### config.mk
export PLATFORM = sky130hd
export DESIGN_NAME = pid_controller_step_top_flat
export DESIGN_NICKNAME = d
export VERILOG_FILES = /design/src/pid_pkg.sv /design/src/pid_step_if.sv /design/src/pid_seq.sv /design/src/pid_dp.sv /design/src/pid_controller_step_top.sv /design/src/flat_wrapper.sv
export SDC_FILE = /design/constraint.sdc
export NUM_CORES = 2
export LEC_CHECK = 0
export BUFFER_PORTS_ARGS = -buffer_cell sky130_fd_sc_hd__buf_4
export CAP_MARGIN = 20
export CORE_AREA = 2 2 418 420
export CTS_CLUSTER_DIAMETER = 60
export DETAILED_ROUTE_END_ITERATION = 10
export DIE_AREA = 0 0 420 422
export GPL_ROUTABILITY_DRIVEN = 0
export PLACE_DENSITY = 0.41
export REMOVE_ABC_BUFFERS = 1
export SLEW_MARGIN = 30
export SYNTH_ARGS = -nofsm -noshare
export SYNTH_HDL_FRONTEND = slang
export SYNTH_SLANG_ARGS = --single-unit
### constraint.sdc
create_clock -name clk -period 19.3 [get_ports clk]
set_input_delay 5.79 -clock clk [delete_from_list [all_inputs] [get_ports clk]]
set_output_delay 5.79 -clock clk [all_outputs]
set_load 0.02 [all_outputs]
### src/pid_pkg.sv
`default_nettype none

package pid_pkg;

    // Field and datapath widths
    localparam int InW    = 16;
    localparam int CfgW   = 16;
    localparam int ErrW   = 17;
    localparam int DiffW  = 18;
    localparam int MulAW  = 35;
    localparam int MulBW  = 18;
    localparam int ProdW  = MulAW + MulBW;
    localparam int AccW   = 54;
    localparam int OutW   = 32;
    localparam int SatW   = 44;
    localparam int StepW  = 3;
    localparam int CfgIdxW = 3;
    localparam int RoundShift = 12;

    // Configuration reset values
    localparam logic [CfgW-1:0] KpReset  = 16'd205;
    localparam logic [CfgW-1:0] KiReset  = 16'd51;
    localparam logic [CfgW-1:0] KdReset  = 16'd26;
    localparam logic [CfgW-1:0] DtReset  = 16'd6554;
    localparam logic [CfgW-1:0] RdtReset = 16'd2560;

    typedef enum logic [CfgIdxW-1:0] {
        CFG_KP,
        CFG_KI,
        CFG_KD,
        CFG_DT,
        CFG_RDT
    } cfg_index_t;

    typedef enum logic [2:0] {
        MUL_NONE,
        MUL_ERR_DT,
        MUL_INT_KI,
        MUL_ERR_KP,
        MUL_DIFF_RDT,
        MUL_PROD_KD
    } mul_sel_t;

    typedef enum logic [1:0] {
        ACC_HOLD,
        ACC_LOAD,
        ACC_ADD
    } acc_op_t;

    typedef enum logic [1:0] {
        SHIFT_0,
        SHIFT_4,
        SHIFT_8
    } acc_shift_t;

    typedef enum logic [1:0] {
        JUMP_NONE,
        JUMP_DT_ZERO,
        JUMP_RDT_ZERO
    } jump_cond_t;

    typedef struct packed {
        mul_sel_t          mul_sel;
        acc_op_t           acc_op;
        acc_shift_t        acc_shift;
        logic              integ_en;
        logic              finish;
        jump_cond_t        jump_cond;
        logic [StepW-1:0]  jump_target;
    } ctrl_word_t;

    typedef struct packed {
        logic dt_zero;
        logic rdt_zero;
    } dp_status_t;

    typedef struct packed {
        logic signed [CfgW-1:0] kp;
        logic signed [CfgW-1:0] ki;
        logic signed [CfgW-1:0] kd;
        logic [CfgW-1:0]        dt;
        logic [CfgW-1:0]        rdt;
    } cfg_regs_t;

    localparam ctrl_word_t CtrlNop = '{MUL_NONE, ACC_HOLD, SHIFT_0, 1'b0, 1'b0, JUMP_NONE, '0};

    // Microprogram: one control word per step.
    function automatic ctrl_word_t ucode_rom(input logic [StepW-1:0] step);
        ctrl_word_t w;
        w = CtrlNop;
        unique case (step)
            3'd0:
            begin
                // error * dt; with a zero time step the integral is left alone
                w.mul_sel     = MUL_ERR_DT;
                w.jump_cond   = JUMP_DT_ZERO;
                w.jump_target = 3'd2;
            end
            3'd1:
            begin
                w.integ_en = 1'b1;
            end
            3'd2:
            begin
                w.mul_sel = MUL_INT_KI;
            end
            3'd3:
            begin
                w.acc_op    = ACC_LOAD;
                w.acc_shift = SHIFT_4;
                w.mul_sel   = MUL_ERR_KP;
            end
            3'd4:
            begin
                // A zero reciprocal leaves no derivative term, so skip it
                w.acc_op      = ACC_ADD;
                w.acc_shift   = SHIFT_8;
                w.mul_sel     = MUL_DIFF_RDT;
                w.jump_cond   = JUMP_RDT_ZERO;
                w.jump_target = 3'd7;
            end
            3'd5:
            begin
                w.mul_sel = MUL_PROD_KD;
            end
            3'd6:
            begin
                w.acc_op    = ACC_ADD;
                w.acc_shift = SHIFT_0;
            end
            3'd7:
            begin
                w.finish = 1'b1;
            end
            default:
            begin
                w = CtrlNop;
            end
        endcase
        return w;
    endfunction

    // Saturate a wide signed value to the signed 32-bit range.
    function automatic logic signed [OutW-1:0] sat32(input logic signed [SatW-1:0] v);
        logic signed [SatW-1:0] top;
        logic signed [SatW-1:0] bottom;
        top    = SatW'(signed'({1'b0, {(OutW-1){1'b1}}}));
        bottom = SatW'(signed'({1'b1, {(OutW-1){1'b0}}}));
        if (v > top)
        begin
            return top[OutW-1:0];
        end
        else if (v < bottom)
        begin
            return bottom[OutW-1:0];
        end
        return v[OutW-1:0];
    endfunction

endpackage

`default_nettype wire

### src/pid_step_if.sv
`default_nettype none

// Input channel: one setpoint and one measured sample per beat.
interface pid_in_if;
    logic                    valid;
    logic                    ready;
    logic signed [15:0]      target_value;
    logic signed [15:0]      measured_value;

    modport source (output valid, output target_value, output measured_value, input ready);
    modport sink   (input valid, input target_value, input measured_value, output ready);
endinterface

// Output channel: controller drive and integral per beat.
interface pid_out_if;
    logic                    valid;
    logic                    ready;
    logic signed [31:0]      drive_value;
    logic signed [31:0]      integral_value;

    modport source (output valid, output drive_value, output integral_value, input ready);
    modport sink   (input valid, input drive_value, input integral_value, output ready);
endinterface

`default_nettype wire

### src/pid_seq.sv
`default_nettype none

module pid_seq
    import pid_pkg::*;
(
    input  wire logic       clk,
    input  wire logic       rst_n,
    input  wire logic       start,
    input  wire logic       out_stall,
    input  dp_status_t      status,
    output ctrl_word_t      ctrl,
    output logic            ready
);

    logic [StepW-1:0] step_reg;
    logic [StepW-1:0] step_next;
    logic             busy_reg;
    logic             busy_next;
    ctrl_word_t       rom_word;
    logic             hold;
    logic             jump_taken;

    assign rom_word = ucode_rom(step_reg);

    // The final step waits while the previous result is still unread.
    assign hold  = rom_word.finish && out_stall;
    assign ready = !busy_reg || (rom_word.finish && !out_stall);

    // Jump condition decode
    always_comb
    begin
        unique case (rom_word.jump_cond)
            JUMP_NONE:     jump_taken = 1'b0;
            JUMP_DT_ZERO:  jump_taken = status.dt_zero;
            JUMP_RDT_ZERO: jump_taken = status.rdt_zero;
            default:       jump_taken = 1'b0;
        endcase
    end

    // Step counter and control word issue
    always_comb
    begin
        ctrl      = CtrlNop;
        step_next = step_reg;
        busy_next = busy_reg;
        if (busy_reg && !hold)
        begin
            ctrl = rom_word;
            if (rom_word.finish)
            begin
                busy_next = 1'b0;
                step_next = '0;
            end
            else if (jump_taken)
            begin
                step_next = rom_word.jump_target;
            end
            else
            begin
                step_next = step_reg + 1'b1;
            end
        end
        if (start)
        begin
            busy_next = 1'b1;
            step_next = '0;
        end
    end

    always_ff @(posedge clk or negedge rst_n)
    begin
        if (!rst_n)
        begin
            step_reg <= '0;
            busy_reg <= 1'b0;
        end
        else
        begin
            step_reg <= step_next;
            busy_reg <= busy_next;
        end
    end

    // A new beat always starts the program at its first step.
    assert property (@(posedge clk) disable iff (!rst_n)
        start |=> (busy_reg && step_reg == '0))
        else $error("program did not restart on an accepted beat");

    // An idle sequencer sits at step zero.
    assert property (@(posedge clk) disable iff (!rst_n)
        !busy_reg |-> (step_reg == '0))
        else $error("idle sequencer left at a nonzero step");

    // Only the final step may end the program.
    assert property (@(posedge clk) disable iff (!rst_n)
        (busy_reg && !rom_word.finish) |=> busy_reg)
        else $error("program ended before its final step");

endmodule

`default_nettype wire

### src/pid_dp.sv
`default_nettype none

module pid_dp
    import pid_pkg::*;
(
    input  wire logic                    clk,
    input  wire logic                    rst_n,
    input  wire logic                    load,
    input  wire logic signed [InW-1:0]   target_value,
    input  wire logic signed [InW-1:0]   measured_value,
    input  cfg_regs_t                    cfg,
    input  ctrl_word_t                   ctrl,
    output dp_status_t                   status,
    output logic signed [OutW-1:0]       drive_value,
    output logic signed [OutW-1:0]       integral_value
);

    logic signed [ErrW-1:0]   err_reg;
    logic signed [ErrW-1:0]   last_err_reg;
    logic signed [OutW-1:0]   integral_reg;
    logic signed [OutW-1:0]   integral_next;
    logic signed [ProdW-1:0]  prod_reg;
    logic signed [AccW-1:0]   acc_reg;
    logic signed [AccW-1:0]   acc_next;
    logic signed [OutW-1:0]   drive_reg;
    logic signed [OutW-1:0]   integral_out_reg;

    logic signed [DiffW-1:0]  diff;
    logic signed [MulAW-1:0]  mul_a;
    logic signed [MulBW-1:0]  mul_b;
    logic signed [ProdW-1:0]  mul_res;
    logic signed [ErrW+16:0]  inc_round;
    logic signed [SatW-1:0]   integ_sum;
    logic signed [AccW-1:0]   prod_ext;
    logic signed [AccW-1:0]   shifted;
    logic signed [AccW-1:0]   drive_round;
    logic signed [SatW-1:0]   drive_wide;

    assign status.dt_zero  = (cfg.dt == '0);
    assign status.rdt_zero = (cfg.rdt == '0);

    assign diff = DiffW'(err_reg) - DiffW'(last_err_reg);

    // Shared multiplier operand selection
    always_comb
    begin
        case (ctrl.mul_sel)
            MUL_ERR_DT:
            begin
                mul_a = MulAW'(err_reg);
                mul_b = MulBW'(signed'({2'b00, cfg.dt}));
            end
            MUL_INT_KI:
            begin
                mul_a = MulAW'(integral_reg);
                mul_b = MulBW'(cfg.ki);
            end
            MUL_ERR_KP:
            begin
                mul_a = MulAW'(err_reg);
                mul_b = MulBW'(cfg.kp);
            end
            MUL_DIFF_RDT:
            begin
                mul_a = MulAW'(diff);
                mul_b = MulBW'(signed'({2'b00, cfg.rdt}));
            end
            MUL_PROD_KD:
            begin
                mul_a = prod_reg[MulAW-1:0];
                mul_b = MulBW'(cfg.kd);
            end
            default:
            begin
                mul_a = '0;
                mul_b = '0;
            end
        endcase
    end

    assign mul_res = mul_a * mul_b;

    // Integral update: round error*dt from Q.16 to Q.4, add, saturate.
    assign inc_round = prod_reg[ErrW+16:0] + (ErrW+17)'(2 ** (RoundShift - 1));
    assign integ_sum = SatW'(integral_reg) + SatW'(signed'(inc_round[ErrW+16:RoundShift]));
    assign integral_next = sat32(integ_sum);

    // Accumulator shift and add
    assign prod_ext = AccW'(prod_reg);
    always_comb
    begin
        case (ctrl.acc_shift)
            SHIFT_4: shifted = prod_ext <<< 4;
            SHIFT_8: shifted = prod_ext <<< 8;
            default: shifted = prod_ext;
        endcase
        case (ctrl.acc_op)
            ACC_LOAD: acc_next = shifted;
            ACC_ADD:  acc_next = acc_reg + shifted;
            default:  acc_next = acc_reg;
        endcase
    end

    // Final rounding from Q.16 to Q.4 and saturation
    assign drive_round = acc_reg + AccW'(2 ** (RoundShift - 1));
    assign drive_wide  = SatW'(signed'(drive_round[AccW-1:RoundShift]));

    // Controller state
    always_ff @(posedge clk or negedge rst_n)
    begin
        if (!rst_n)
        begin
            integral_reg <= '0;
            last_err_reg <= '0;
        end
        else
        begin
            if (ctrl.integ_en)
            begin
                integral_reg <= integral_next;
            end
            if (ctrl.finish)
            begin
                last_err_reg <= err_reg;
            end
        end
    end

    // Working and result registers
    always_ff @(posedge clk)
    begin
        if (load)
        begin
            err_reg <= ErrW'(target_value) - ErrW'(measured_value);
        end
        if (ctrl.mul_sel != MUL_NONE)
        begin
            prod_reg <= mul_res;
        end
        acc_reg <= acc_next;
        if (ctrl.finish)
        begin
            drive_reg        <= sat32(drive_wide);
            integral_out_reg <= integral_reg;
        end
    end

    assign drive_value    = drive_reg;
    assign integral_value = integral_out_reg;

endmodule

`default_nettype wire

### src/pid_controller_step_top.sv
// Each accepted input beat runs the eight-step microprogram, which puts every product
// through one shared 35x18 multiplier; a zero time step skips one step and a zero
// reciprocal skips two. A new beat is taken only once the previous one reaches its final
// step, and the next beat is taken while the last result waits.
// Reset: asynchronous active low; clears the integral and the previous error and restores
// the gain, time step and reciprocal registers to their default values.
`default_nettype none

module pid_controller_step_top
    import pid_pkg::*;
(
    input  wire logic                 clk,
    input  wire logic                 rst_n,
    input  wire logic                 cfg_we,
    input  wire logic [CfgIdxW-1:0]   cfg_index,
    input  wire logic [CfgW-1:0]      cfg_data,
    pid_in_if.sink                    in_ch,
    pid_out_if.source                 out_ch
);

    cfg_regs_t   cfg_reg;
    logic        out_valid_reg;
    logic        out_stall;
    logic        start;
    logic        seq_ready;
    ctrl_word_t  ctrl;
    dp_status_t  status;

    // Configuration register file
    always_ff @(posedge clk or negedge rst_n)
    begin
        if (!rst_n)
        begin
            cfg_reg.kp  <= KpReset;
            cfg_reg.ki  <= KiReset;
            cfg_reg.kd  <= KdReset;
            cfg_reg.dt  <= DtReset;
            cfg_reg.rdt <= RdtReset;
        end
        else if (cfg_we)
        begin
            unique case (cfg_index_t'(cfg_index))
                CFG_KP:  cfg_reg.kp  <= cfg_data;
                CFG_KI:  cfg_reg.ki  <= cfg_data;
                CFG_KD:  cfg_reg.kd  <= cfg_data;
                CFG_DT:  cfg_reg.dt  <= cfg_data;
                CFG_RDT: cfg_reg.rdt <= cfg_data;
                default: ;
            endcase
        end
    end

    // Input handshake
    assign in_ch.ready = seq_ready;
    assign start       = in_ch.valid && seq_ready;

    // Output register valid
    assign out_stall = out_valid_reg && !out_ch.ready;
    always_ff @(posedge clk or negedge rst_n)
    begin
        if (!rst_n)
        begin
            out_valid_reg <= 1'b0;
        end
        else if (ctrl.finish)
        begin
            out_valid_reg <= 1'b1;
        end
        else if (out_ch.ready)
        begin
            out_valid_reg <= 1'b0;
        end
    end
    assign out_ch.valid = out_valid_reg;

    pid_seq u_seq (
        .clk       (clk),
        .rst_n     (rst_n),
        .start     (start),
        .out_stall (out_stall),
        .status    (status),
        .ctrl      (ctrl),
        .ready     (seq_ready)
    );

    pid_dp u_dp (
        .clk            (clk),
        .rst_n          (rst_n),
        .load           (start),
        .target_value   (in_ch.target_value),
        .measured_value (in_ch.measured_value),
        .cfg            (cfg_reg),
        .ctrl           (ctrl),
        .status         (status),
        .drive_value    (out_ch.drive_value),
        .integral_value (out_ch.integral_value)
    );

    // A result is never written over an unread one.
    assert property (@(posedge clk) disable iff (!rst_n)
        ctrl.finish |-> !out_stall)
        else $error("result register overwritten while stalled");

    // Every finished program presents a result beat.
    assert property (@(posedge clk) disable iff (!rst_n)
        ctrl.finish |=> out_valid_reg)
        else $error("finished program produced no result beat");

endmodule

`default_nettype wire

### src/flat_wrapper.sv
// flat-port wrapper written by rule: the top's interface ports become plain ports
module pid_controller_step_top_flat import pid_pkg::*;
  (clk, rst_n, cfg_we, cfg_index, cfg_data, in_ch_valid, in_ch_target_value, in_ch_measured_value, in_ch_ready, out_ch_valid, out_ch_drive_value, out_ch_integral_value, out_ch_ready);
  pid_in_if in_ch_i ();
  pid_out_if out_ch_i ();
  input  wire logic clk;
  input  wire logic rst_n;
  input  wire logic cfg_we;
  input  wire logic [CfgIdxW-1:0] cfg_index;
  input  wire logic [CfgW-1:0] cfg_data;
  input wire logic [$bits(in_ch_i.valid)-1:0] in_ch_valid;
  input wire logic [$bits(in_ch_i.target_value)-1:0] in_ch_target_value;
  input wire logic [$bits(in_ch_i.measured_value)-1:0] in_ch_measured_value;
  output wire logic [$bits(in_ch_i.ready)-1:0] in_ch_ready;
  output wire logic [$bits(out_ch_i.valid)-1:0] out_ch_valid;
  output wire logic [$bits(out_ch_i.drive_value)-1:0] out_ch_drive_value;
  output wire logic [$bits(out_ch_i.integral_value)-1:0] out_ch_integral_value;
  input wire logic [$bits(out_ch_i.ready)-1:0] out_ch_ready;
  assign in_ch_i.valid = in_ch_valid;
  assign in_ch_i.target_value = in_ch_target_value;
  assign in_ch_i.measured_value = in_ch_measured_value;
  assign in_ch_ready = in_ch_i.ready;
  assign out_ch_valid = out_ch_i.valid;
  assign out_ch_drive_value = out_ch_i.drive_value;
  assign out_ch_integral_value = out_ch_i.integral_value;
  assign out_ch_i.ready = out_ch_ready;
  pid_controller_step_top u_core (.clk(clk), .rst_n(rst_n), .cfg_we(cfg_we), .cfg_index(cfg_index), .cfg_data(cfg_data), .in_ch(in_ch_i), .out_ch(out_ch_i));
endmodule
==> impl_metrics.prom <==
# TYPE chip_impl_metric gauge
chip_impl_metric{name="floorplan.rows",unit=""} 153
chip_impl_metric{name="synth-async-reset-ratio",unit=""} 0.4161
chip_impl_info{name="cts_root_buffer",value="sky130_fd_sc_hd__clkbuf_16"} 1
chip_impl_metric{name="worstRegToRegCells",unit=""} 37
chip_impl_metric{name="post-place-cells",unit=""} 6900
chip_impl_metric{name="dr_drc_count",unit=""} 0
chip_impl_metric{name="portBuffers",unit=""} 121
chip_impl_metric{name="vias",unit=""} 32330
chip_impl_metric{name="regToRegSetupSlack",unit="ns"} 8.62
chip_impl_metric{name="largest_net_degree_at_the_start_of_global_routing",unit=""} 104
chip_impl_metric{name="global_route.overflow_total",unit=""} 0
chip_impl_metric{name="period_minus_slack",unit="ns"} 14.66
chip_impl_info{name="worstHoldEndpoint",value="u_core.u_dp.last_err_reg[0]"} 1
chip_impl_info{name="critPathLaunchType",value="primary input"} 1
chip_impl_info{name="holdCritStartpoint",value="u_core.u_dp.last_err_reg[0]"} 1
chip_impl_metric{name="timing.clock.skew",unit="ns"} 0.03135
chip_impl_metric{name="yosys.area.top_type_share",unit=""} 0.2819
chip_impl_metric{name="dp_hpwl",unit="mm"} 110.3
chip_impl_metric{name="transition_time_at_the_pin_with_the_least_slew_margin",unit="ns"} 1.018
chip_impl_metric{name="post_drt_wl_per_cell",unit="um"} 19.86
chip_impl_metric{name="postCtsResizedCells",unit=""} 0
chip_impl_metric{name="die_width",unit="um"} 420
chip_impl_metric{name="layout.cells.non_filler",unit=""} 6993
chip_impl_info{name="rsz0062_at_grt",value="false"} 1
chip_impl_metric{name="critical_path.max_fanout",unit=""} 50
chip_impl_info{name="ff_to_ff_end",value="u_core.u_dp.prod_reg[52]"} 1
chip_impl_info{name="critical_path_class",value="in -> reg"} 1
chip_impl_metric{name="initial_util",unit=""} 0.2489
chip_impl_metric{name="holdBufCountCts",unit=""} 0
chip_impl_metric{name="fraction_of_layout_cells_with_a_size_suffix_above_1",unit=""} 0.1176
chip_impl_metric{name="via_count_of_the_first_global_routing_pass",unit=""} 34440
chip_impl_metric{name="cts_max_path_buffers",unit=""} 3
chip_impl_metric{name="worstHoldPathCells",unit=""} 2
chip_impl_metric{name="post_synth.cell_area_avg",unit="um^2"} 9.352
chip_impl_metric{name="globalRouteMet2Util",unit=""} 0.2689
chip_impl_metric{name="postCtsSetupBuffers",unit=""} 0
chip_impl_metric{name="synth_enable_flop_cells",unit=""} 188
chip_impl_info{name="cts_tree",value="done"} 1
chip_impl_metric{name="grt_first_pass_wirelength",unit="mm"} 215.6
chip_impl_metric{name="core_area",unit="mm^2"} 0.1729
chip_impl_info{name="ys_dominant_reg_cell",value="sky130_fd_sc_hd__edfxtp_1"} 1
chip_impl_info{name="endpoint_kind",value="register"} 1
chip_impl_metric{name="timing_hold_violations_final",unit=""} 0
chip_impl_metric{name="cp.arrival",unit="ns"} 15.01
chip_impl_info{name="synth_top_area_cell",value="sky130_fd_sc_hd__fa_1"} 1
chip_impl_metric{name="worstSkewPairLatency",unit="ns"} 0.63
chip_impl_metric{name="period_share",unit=""} 0.7597
chip_impl_info{name="global_route.peak_usage_layer",value="met2"} 1
chip_impl_info{name="post_synth_main_area_contributors",value="sky130_fd_sc_hd__fa_1 28%, sky130_fd_sc_hd__edfxtp_1 13%, sky130_fd_sc_hd__ha_1 7.4%"} 1
chip_impl_metric{name="number_of_flip_flops_and_latches_in_the_synthesized_netlist",unit=""} 322
chip_impl_metric{name="floorplan.die_area",unit="mm^2"} 0.1772
chip_impl_metric{name="synth.yosys.warnings",unit=""} 0
chip_impl_metric{name="num_io_pins",unit=""} 122
chip_impl_metric{name="drt-vias-per-instance",unit=""} 4.623
chip_impl_metric{name="area_overhead_of_the_layout_relative_to_synthesis",unit="%"} 11.99
chip_impl_metric{name="cts_buffers",unit=""} 48
chip_impl_metric{name="cp_data_required_time",unit="ns"} 19.65
chip_impl_metric{name="setup_violations",unit=""} 0
chip_impl_metric{name="final-max-slew-violation-count",unit=""} 0
chip_impl_metric{name="max_freq",unit="MHz"} 68.20
chip_impl_metric{name="largest_register_ff_count",unit=""} 80
chip_impl_metric{name="grt_util_met1",unit=""} 0.2121
chip_impl_metric{name="synth_seq_area_share",unit=""} 0.2097
chip_impl_info{name="worstHoldPathType",value="reg -> reg"} 1
chip_impl_metric{name="global_route.usage.total",unit=""} 0.1591
chip_impl_metric{name="synth_cells",unit=""} 4601
chip_impl_metric{name="finish.net_count",unit=""} 5544
chip_impl_metric{name="dieHeight",unit="um"} 422
chip_impl_metric{name="dp_worst_setup_slack",unit="ns"} 3.741
chip_impl_info{name="outcome",value="completed"} 1
chip_impl_metric{name="drt_pre_antenna_iters",unit=""} 5
chip_impl_metric{name="post_synth_instance_area",unit="mm^2"} 0.04303
chip_impl_metric{name="clk_transition_reported_paths",unit="ns"} 0.06
chip_impl_metric{name="global_route.usage.met3",unit=""} 0.01662
chip_impl_metric{name="worst_case_headroom_to_the_max_slew_limit",unit=""} 0.3210
chip_impl_metric{name="synth.lib_cells_used.distinct",unit=""} 102
chip_impl_metric{name="wirelength",unit="mm"} 138.9
chip_impl_info{name="worst_r2r_startpoint",value="u_core.u_seq.step_reg[2]"} 1
chip_impl_metric{name="max-cap-violations",unit=""} 0
chip_impl_metric{name="final.setup.worst_slack",unit="ns"} 4.638
chip_impl_metric{name="antenna_found_initial",unit=""} 2
chip_impl_metric{name="cts.htree.levels",unit=""} 2
chip_impl_metric{name="drt_iter0_markers",unit=""} 1804
chip_impl_metric{name="clock_sink_count",unit=""} 322
chip_impl_metric{name="ant_nets",unit=""} 0
[cell usage after synthesis, types with 7 or more instances]
cell type	instances
sky130_fd_sc_hd__a211o_1	7
sky130_fd_sc_hd__a211oi_1	12
sky130_fd_sc_hd__a21o_1	83
sky130_fd_sc_hd__a21oi_1	155
sky130_fd_sc_hd__a221o_1	20
sky130_fd_sc_hd__a221oi_1	26
sky130_fd_sc_hd__a221oi_2	17
sky130_fd_sc_hd__a221oi_4	7
sky130_fd_sc_hd__a222oi_1	11
sky130_fd_sc_hd__a22oi_1	47
sky130_fd_sc_hd__a31oi_1	16
sky130_fd_sc_hd__and2_1	16
sky130_fd_sc_hd__and3_1	29
sky130_fd_sc_hd__and4_1	12
sky130_fd_sc_hd__buf_1	14
sky130_fd_sc_hd__buf_2	67
sky130_fd_sc_hd__clkbuf_1	128
sky130_fd_sc_hd__dfrtp_1	113
sky130_fd_sc_hd__dfstp_2	21
sky130_fd_sc_hd__edfxtp_1	188
sky130_fd_sc_hd__fa_1	606
sky130_fd_sc_hd__ha_1	255
sky130_fd_sc_hd__inv_1	793
sky130_fd_sc_hd__maj3_1	29
sky130_fd_sc_hd__mux2_2	137
sky130_fd_sc_hd__mux2i_1	19
sky130_fd_sc_hd__nand2_1	533
sky130_fd_sc_hd__nand2b_1	52
sky130_fd_sc_hd__nand3_1	53
sky130_fd_sc_hd__nand3b_1	7
sky130_fd_sc_hd__nand4_1	28
sky130_fd_sc_hd__nor2_1	425
sky130_fd_sc_hd__nor2b_1	25
sky130_fd_sc_hd__nor3_1	21
sky130_fd_sc_hd__o21a_1	32
sky130_fd_sc_hd__o21ai_0	159
sky130_fd_sc_hd__o21ai_1	49
sky130_fd_sc_hd__o21ai_2	7
sky130_fd_sc_hd__o21bai_1	22
sky130_fd_sc_hd__o31ai_1	10
sky130_fd_sc_hd__or2_2	8
sky130_fd_sc_hd__or3_1	7
sky130_fd_sc_hd__xnor2_1	121
sky130_fd_sc_hd__xor2_1	80
[placed cells by master, fill, tap and decap left out, drive strengths merged, types with 60 or more instances in the layout]
cell type  synthesis  routed
buf               87     194
a21oi            161     161
xor2              81      81
xnor2            121     121
o21ai            215     215
edfxtp           188     188
nor2             425     425
inv              794     803
fa               606     606
dfrtp            113     113
ha               255     255
a21o              83      83
nand2            534     534
clkbuf           132      60
mux2             137     137
[metal layers]
layer  share of wire  vias to the layer above
met1            0.46                    16600
li1                -                    15040
met4           0.034                        0
met3           0.031                      167
met2            0.48                      522
met5               0                        -
[critical path: stages]
cell	delay [ns]
sky130_fd_sc_hd__buf_4	0.07
sky130_fd_sc_hd__nand2b_1	0.16
sky130_fd_sc_hd__o21a_1	0.31
sky130_fd_sc_hd__nand2_1	0.56
sky130_fd_sc_hd__nor2_4	0.67
sky130_fd_sc_hd__buf_4	0.68
sky130_fd_sc_hd__a221o_1	0.71
sky130_fd_sc_hd__nand2_1	0.15
sky130_fd_sc_hd__fa_1	0.51
sky130_fd_sc_hd__inv_1	0.05
sky130_fd_sc_hd__fa_1	0.57
sky130_fd_sc_hd__fa_1	0.44
sky130_fd_sc_hd__fa_1	0.51
sky130_fd_sc_hd__fa_1	0.54
sky130_fd_sc_hd__inv_1	0.05
sky130_fd_sc_hd__fa_1	0.54
sky130_fd_sc_hd__inv_1	0.05
sky130_fd_sc_hd__ha_1	0.38
sky130_fd_sc_hd__a21o_1	0.21
sky130_fd_sc_hd__a21o_1	0.16
sky130_fd_sc_hd__a21o_1	0.23
sky130_fd_sc_hd__a2111oi_4	0.28
sky130_fd_sc_hd__o2bb2ai_2	0.15
sky130_fd_sc_hd__a21oi_2	0.12
sky130_fd_sc_hd__a221o_2	0.44
sky130_fd_sc_hd__a31oi_1	0.31
sky130_fd_sc_hd__o21ai_0	0.15
sky130_fd_sc_hd__xor2_1	0.17
[cell families after synthesis]
kind of cell / after synthesis / synth area share
compound gates: 770 / 0.1279
xor+xnor: 202 / 0.04155
fa+ha+maj: 892 / 0.3634
buf+inv: 1013 / 0.09139
flops: 322 / 0.2097
mux: 156 / 0.04027
simple gates: 1246 / 0.1258
[worst max-delay path by stage]
stage / endpoint / cells after the start / slack (ns) / start
global placement: u_core.u_dp.prod_reg[46] / 29 / 3.80 / out_ch_ready
global route: u_core.u_dp.prod_reg[46] / 29 / 4.10 / out_ch_ready
CTS: u_core.u_dp.prod_reg[46] / 29 / 4.39 / out_ch_ready
finish: u_core.u_dp.prod_reg[45] / 28 / 4.64 / out_ch_ready
detailed placement: u_core.u_dp.prod_reg[46] / 29 / 3.74 / out_ch_ready
floorplan: u_core.u_dp.prod_reg[52] / 26 / -1.31 / out_ch_ready
[metrics by stage]
stage	cell area [um^2]	utilization	setup TNS (ns)	hold slack, ns
2_1_floorplan	42080	-	-22.32	0.4538
3_3_place_gp	46520	0.2691	0	0.4739
3_5_place_dp	46600	0.2696	0	0.4827
4_1_cts	48170	0.2787	0	0.4961
5_1_grt	48190	0.2788	0	0.5137
6_report	48190	0.2788	0	0.4927
[cell type report]
type	instances	area, um^2
Antenna cell	1	2.502
Tap cell	2325	2909
Fill cell	18480	124700
Timing Repair Buffer	195	1483
Inverter	794	2982
Multi-Input combinational cell	3266	30220
Clock buffer	59	1305
Sequential cell	322	9025
Clock inverter	31	269.0
Power is left out: the tool's default activity adds up to more than one toggle a clock period on the data nets, which glitch-free logic cannot reach.
